[config.mk]
export PLATFORM = sky130hd
export DESIGN_NAME = chs_sequencer
export DESIGN_NICKNAME = d
export VERILOG_FILES = /design/src/hdl/chs_pkg.sv /design/src/hdl/chs_sequencer.sv
export SDC_FILE = /design/constraint.sdc
export NUM_CORES = 1
export LEC_CHECK = 0
export BUFFER_PORTS_ARGS = -buffer_cell sky130_fd_sc_hd__buf_2
export CORE_AREA = 2 2 39 41
export DETAILED_ROUTE_END_ITERATION = 12
export DIE_AREA = 0 0 41 43
export SLEW_MARGIN = 0
export SYNTH_ARGS = -nofsm -noshare
export SYNTH_HDL_FRONTEND = slang
export SYNTH_SLANG_ARGS = --single-unit
[constraint.sdc]
create_clock -name clk_i -period 2.1 [get_ports clk_i]
set_clock_uncertainty 0.2 [all_clocks]
set_input_delay 0.315 -clock clk_i [delete_from_list [all_inputs] [get_ports clk_i]]
set_output_delay 0.315 -clock clk_i [all_outputs]
set_load 0.01 [all_outputs]
[src/hdl/chs_pkg.sv]
// Package with shared types, field widths and the microcode program of the hash set.
`timescale 1ns / 1ps

package chs_pkg;

  // Field widths of the request and response transactions.
  localparam int KIND_W = 2;
  localparam int KEY_W  = 31;
  localparam int CHAR_W = 8;
  localparam int LEN_W  = 3;
  localparam int STEP_W = 4;

  // Request kinds.
  localparam logic [KIND_W-1:0] KIND_INS_NUM  = 2'd0;
  localparam logic [KIND_W-1:0] KIND_INS_TEXT = 2'd1;
  localparam logic [KIND_W-1:0] KIND_SRC_NUM  = 2'd2;
  localparam logic [KIND_W-1:0] KIND_SRC_TEXT = 2'd3;

  // Longest text key that is packed.
  localparam logic [LEN_W-1:0] MAX_TEXT_LEN = 3'd4;

  // Program addresses.
  localparam logic [STEP_W-1:0] STEP_IDLE   = 4'd0;
  localparam logic [STEP_W-1:0] STEP_CHECK  = 4'd1;
  localparam logic [STEP_W-1:0] STEP_PACK   = 4'd2;
  localparam logic [STEP_W-1:0] STEP_MOD    = 4'd3;
  localparam logic [STEP_W-1:0] STEP_SCAN0  = 4'd4;
  localparam logic [STEP_W-1:0] STEP_SCAN   = 4'd5;
  localparam logic [STEP_W-1:0] STEP_INSERT = 4'd6;
  localparam logic [STEP_W-1:0] STEP_EMIT   = 4'd7;
  localparam logic [STEP_W-1:0] STEP_HOLD   = 4'd8;

  // Datapath operation selected by a control word.
  typedef enum logic [2:0] {
    OP_NONE,
    OP_LOAD,
    OP_PACK,
    OP_MOD,
    OP_SCAN_INIT,
    OP_SCAN,
    OP_INSERT,
    OP_EMIT
  } op_e;

  // Jump condition selected by a control word.
  typedef enum logic [2:0] {
    C_NEVER,
    C_ALWAYS,
    C_NO_INPUT,
    C_SKIP_PACK,
    C_PACK_MORE,
    C_MOD_MORE,
    C_SCAN_MORE,
    C_OUT_FREE
  } cond_e;

  // One control word of the program.
  typedef struct packed {
    logic              in_ready;
    op_e               op;
    cond_e             cond;
    logic [STEP_W-1:0] target;
  } ctrl_t;

  // Datapath flags tested by the jump conditions.
  typedef struct packed {
    logic in_valid;
    logic skip_pack;
    logic pack_more;
    logic mod_more;
    logic scan_more;
    logic out_free;
  } status_t;

  // Microcode ROM: one control word per program step.
  function automatic ctrl_t rom_word(input logic [STEP_W-1:0] step);
    ctrl_t w;
    w = '{in_ready: 1'b0, op: OP_NONE, cond: C_ALWAYS, target: STEP_IDLE};
    unique case (step)
      STEP_IDLE:   w = '{in_ready: 1'b1, op: OP_LOAD, cond: C_NO_INPUT, target: STEP_IDLE};
      STEP_CHECK:  w = '{in_ready: 1'b0, op: OP_NONE, cond: C_SKIP_PACK, target: STEP_MOD};
      STEP_PACK:   w = '{in_ready: 1'b0, op: OP_PACK, cond: C_PACK_MORE, target: STEP_PACK};
      STEP_MOD:    w = '{in_ready: 1'b0, op: OP_MOD, cond: C_MOD_MORE, target: STEP_MOD};
      STEP_SCAN0:  w = '{in_ready: 1'b0, op: OP_SCAN_INIT, cond: C_NEVER, target: STEP_IDLE};
      STEP_SCAN:   w = '{in_ready: 1'b0, op: OP_SCAN, cond: C_SCAN_MORE, target: STEP_SCAN};
      STEP_INSERT: w = '{in_ready: 1'b0, op: OP_INSERT, cond: C_NEVER, target: STEP_IDLE};
      STEP_EMIT:   w = '{in_ready: 1'b0, op: OP_EMIT, cond: C_OUT_FREE, target: STEP_IDLE};
      STEP_HOLD:   w = '{in_ready: 1'b0, op: OP_NONE, cond: C_ALWAYS, target: STEP_EMIT};
      default:     w = '{in_ready: 1'b0, op: OP_NONE, cond: C_ALWAYS, target: STEP_IDLE};
    endcase
    return w;
  endfunction

endpackage

[src/hdl/chs_sequencer.sv]
// Microcode sequencer: step counter, control ROM fetch and conditional jumps.
`timescale 1ns / 1ps

module chs_sequencer (
  input  logic             clk_i,
  input  logic             rst_ni,
  input  chs_pkg::status_t status_i,
  output chs_pkg::ctrl_t   ctrl_o
);

  logic [chs_pkg::STEP_W-1:0] pc_q, pc_d;
  chs_pkg::ctrl_t             word;
  logic                       take;

  // Fetch the control word of the current step.
  assign word   = chs_pkg::rom_word(pc_q);
  assign ctrl_o = word;

  // Evaluate the jump condition and pick the next step.
  always_comb begin
    unique case (word.cond)
      chs_pkg::C_NEVER:     take = 1'b0;
      chs_pkg::C_ALWAYS:    take = 1'b1;
      chs_pkg::C_NO_INPUT:  take = !status_i.in_valid;
      chs_pkg::C_SKIP_PACK: take = status_i.skip_pack;
      chs_pkg::C_PACK_MORE: take = status_i.pack_more;
      chs_pkg::C_MOD_MORE:  take = status_i.mod_more;
      chs_pkg::C_SCAN_MORE: take = status_i.scan_more;
      chs_pkg::C_OUT_FREE:  take = status_i.out_free;
      default:              take = 1'b1;
    endcase
    pc_d = take ? word.target : pc_q + 1'b1;
  end

  // Step counter.
  always_ff @(posedge clk_i or negedge rst_ni) begin
    if (!rst_ni) begin
      pc_q <= chs_pkg::STEP_IDLE;
    end else begin
      pc_q <= pc_d;
    end
  end

endmodule

; After elaboration in Yosys (flattened, before gate mapping)
; Memory sizes are Yosys's and may differ from the RTL's.
; Cells that the tools add are included.
[word_totals]
mem_bits_ro = 160
regBits = 4
mem_count = 1
out_inout_bits = 11
[mem_list]
columns = memory, depth, word_bits, rd, rd_ports_with_merged_regs, wr, line_no
row1 = (no name shown), 16, 10, 1, 0, 0, chs_pkg.sv:79  ; unique case (step)
[classes]
eq_ne = 7
mux = 2
n_reduce_logical = 2
n_addsub = 1
[ops]
columns = op, count
row1 = "3-bit equality test, second input constant", 4
row2 = 1-bit one-hot mux with 8 select lines, 1
row3 = "3-bit by 2-bit equality test with 1-bit output, second input constant", 2
row4 = "4-bit by 1-bit adder with 4-bit output, second input constant", 1
row5 = 4-bit two-way mux, 1
row6 = "3-bit by 1-bit equality test with 1-bit output, second input constant", 1
row7 = 3-bit zero test, 1
row8 = 1-bit zero test, 1

; Depth between registers and ports, before layout
; An unclocked memory read counts as a cell.
[logic_depth]
ltp_word = 4
mapped_depth = 7

; Worst setup path before layout
; No wires, ideal clock.
[synth_path]
path_type = register to register
from = register pc_q[1] in the netlist's numbering
to = register pc_q[0] in the netlist's numbering
required_time_ns = 1.775
stages_incl_launch_ff = 7
arrival_ns = 1.630
setup_time_ns = 0.125
path_slack_ns = 0.145
n_path_buf = 0
period_less_slack_ns = 1.955
path_cell_list = dfrtp_1 -> ha_1 -> nand2_1 -> o211ai_2 -> o22a_2 -> o211ai_4 -> mux2_4
[synth_rtl]
columns = item, line_no
row1 = start: declaration, chs_sequencer.sv:11  ; logic [chs_pkg::STEP_W-1:0] pc_q, pc_d;
row2 = start signal: assignment, chs_sequencer.sv:38  ; pc_q <= chs_pkg::STEP_IDLE;
row3 = start signal: assignment, chs_sequencer.sv:40  ; pc_q <= pc_d;

; Worst setup path in the final report
[layout_path]
from = register pc_q[1] in the netlist's numbering
to = register pc_q[1] in the netlist's numbering
[layout_between]
elab_chain_len = 4
[layout_lines]
columns = item, line_no
row1 = memory read 16 x 10 bit, --
row2 = 3-bit equality test (tied with other cells), chs_sequencer.sv:21  ; unique case (word.cond)
row3 = 1-bit one-hot mux with 8 select lines, chs_sequencer.sv:21
row4 = 4-bit two-way mux (*), chs_sequencer.sv:32  ; pc_d = take ? word.target : pc_q + 1'b1;
row5 = net pc_d (one bit), chs_sequencer.sv:11
; Mark *: on every way through the listed nets, which the timed path passes. The rest lies on a longest branch.

==> flow_metrics.py <==
metrics = {
    "outcome": {
        "outcome": "finished, final reports clean",
    },
    "logic_synthesis": {
        "synth_top_area_share_pct": 19.6,
        "avgSynthCellArea_sq_um": 9.30,
        "synth_seq_cells": 4,
        "synthesis.area_sq_um": 512,
        "synth_mux_area_share_pct": 8.80,
        "synth_xor_area_share_pct": 3.42,
        "synth_edf_count": 0,
        "syn_inst": 55,
        "synthSimpleGateAreaFrac_pct": 19.8,
        "synth_top_family_by_area": "compound AO/OA/AOI/OAI gates",
        "synth.most_common_cell": "a21oi_1",
        "synth_area_leaders": "dfrtp_1, ha_1, mux2_4, buf_6, a21oi_1",
        "synth_commonest_cells": "a21oi_1, dfrtp_1, ha_1, nand2_1",
        "yosysWarnings": 0,
        "synth_adder_area_share_pct": 9.78,
        "yosys_most_used_dff": "dfrtp_1",
        "yosysSeqAreaShare_pct": 19.6,
        "synth_fp_nets": 67,
        "synth_compound_area_share_pct": 22.7,
        "yosysUniqueCellTypes": 31,
        "synth_top_area_cell": "dfrtp_1",
        "async_flop_share_pct": 100,
    },
    "cells_and_area": {
        "diodes": 0,
        "fin_util_pct": 50.9,
        "regArea_sq_um": 104,
        "areaGrowthSynthToFinish_pct": 37.7,
        "regMostFlops": "pc_q",
        "layout.nets": 95,
        "largest_reg_flops": 4,
        "layout-drive-gt1-share_pct": 61.7,
        "reg.largest.list": "pc_q (4)",
        "multi_input_area_sq_um": 359,
        "fillers": 143,
    },
    "placement": {
        "pre_cts_slack_ps": 75.8,
        "place_congestion": 0.768,
        "dp_hpwl_um": 806,
        "io_buffers": 17,
    },
    "pwr": {
        "power.leakage_nw": 0.359,
        "finalPower_w": 0.00132,
        "p_per_area_nw_per_um2": 1870,
        "vdd_drop_max_v": 0.000939,
    },
    "job": {
        "drv_cap": 0,
    },
    "grt": {
        "antenna_found_initial": 0,
        "grt_max_degree": 10,
        "grt-ovfl-total": 0,
        "grt_pass1_vias": 424,
        "grt_first_pass_wirelength_mm": 1.86,
        "track_usage_pct": 15.2,
    },
    "min_path": {
        "hold_path_class": "in2async",
    },
    "floorplan": {
        "design.die.area_sq_um": 1760,
        "fp.dieH_um": 43,
        "ios": 19,
        "die_w_um": 41,
        "placementRows": 14,
        "core_area_sq_um": 1380,
        "initial_core_util_pct": 37.0,
    },
    "critical_path": {
        "critPathLaunchType": "register",
        "path_class": "reg2reg",
        "crit_arrival_ps": 1980,
        "end_kind": "register",
        "cp_max_fo": 4,
        "required_ps": 2010,
    },
    "sta": {
        "rsz0062_at_grt": "true",
        "finalMaxSlewViolations": 0,
        "setup_viol": 0,
        "fin_ws_ps": 32.7,
        "clock.fmax_ghz": 0.484,
        "fin_crit_ps": 2070,
        "finalCritPeriodShare_pct": 98.4,
        "finalHoldViolCount": 0,
    },
    "detailed_routing": {
        "viasPerCell": 4.74,
        "drtIter0Drc": 6,
        "routedWlPerCell_um": 11.4,
        "routed_wl_mm": 1.11,
        "drc": 0,
        "drt-met1-wl_um": 507,
        "ant_nets": 0,
        "routed-wl-met2_um": 516,
        "wl_met3_um": 86,
        "vias": 460,
        "firstDrtPassIters": 4,
        "topRoutingLayerUsed": "met3",
    },
    "cts": {
        "cts_sinks": 4,
        "root_buffer": "clkbuf_4",
        "clkTransAtPathRegs_ps": 40,
        "cts_buffer_depth": 2,
        "worstSkewPairLatency_ps": 230,
        "cts_made_buffers": 3,
        "cts_tree": "yes",
        "cts_max_level": 1,
    },
}
-- power by group --
group | leakage (nW) | switching [W] | internal (W) | total, W
Sequential | 0.0461 | 0.0000724 | 0.000120 | 0.000192
Combinational | 0.299 | 0.000480 | 0.000551 | 0.00103
Clock | 0.0138 | 0.0000287 | 0.0000637 | 0.0000924
-- stage by stage --
step / TNS (ps) / std cells / cell area (sq um) / hold WS, ps
6_report: 0 / 97 / 704 / 217
5_1_grt: -111 / 97 / 704 / 211
4_1_cts: 0 / 95 / 663 / 201
3_5_place_dp: 0 / 88 / 606 / -78.2
3_3_place_gp: 0 / 88 / 606 / -79.6
2_1_floorplan: 0 / 55 / 512 / -181
-- cells in the final DEF (no fill, tap or decap), types with 2 or more instances in the layout --
| cell | n |
|---|---|
| buf_2 | 17 |
| buf_4 | 9 |
| a21oi_1 | 5 |
| inv_1 | 3 |
| nor2_1 | 3 |
| nand2_1 | 3 |
| mux2_4 | 3 |
| clkbuf_4 | 3 |
| dfrtp_2 | 3 |
| nand2b_1 | 2 |
| or2_2 | 2 |
| a21oi_2 | 2 |
| ha_1 | 2 |
-- worst max-delay path, stage by stage (launching register included) --
cell	delay, ps
dfrtp_1	380
buf_4	150
ha_2	180
nand2_2	70
o211ai_2	90
o22a_2	270
o211ai_4	280
mux2_4	330
-- routing by layer --
layer	vias up	track usage (%)
met4	0	2.00
met3	0	4.71
met2	19	23.4
met1	208	20.8
li1	233	-
met5	-	0
-- area by class of cell --
class | count | area share, %
Tap cell | 16 | 2.84
Multi-Input combinational cell | 42 | 51.0
Timing Repair Buffer | 27 | 23.1
Inverter | 5 | 5.15
Clock buffer | 3 | 3.20
Sequential cell | 4 | 14.7
-- logic make-up after synthesis --
family,count (synthesis)
buffers and inverters,9
adders and majority gates,4
muxes,3
and+or+nand+nor,17
other,1
DFF,4
AOI/OAI and AO/OA,15
xor gates and xnor gates,2
-- timing repair --
item                                    CTS  global route
gates resized for setup                   2             7
hold endpoints to repair                  4             0
hold buffers                              1             0
buffers inserted                          3             2
gates cloned                              0             0
endpoints found under the setup margin    3             7
pin swaps                                 0             2
-- final timing paths --
kind / from / endpoint / slack, ps / depth (start not counted)
min in group clk_i: status_i[4] / pc_q[3] / 410 / 6
hold / removal: rst_ni / pc_q[3] / 220 / 2
setup reg to reg: pc_q[1] / pc_q[1] / 30 / 7
setup / recovery: pc_q[1] / pc_q[1] / 30 / 7
max in group asynchronous: rst_ni / pc_q[0] / 1350 / 2
hold reg to reg: pc_q[3] / pc_q[3] / 570 / 3
Power figures use the tool's default switching activity.
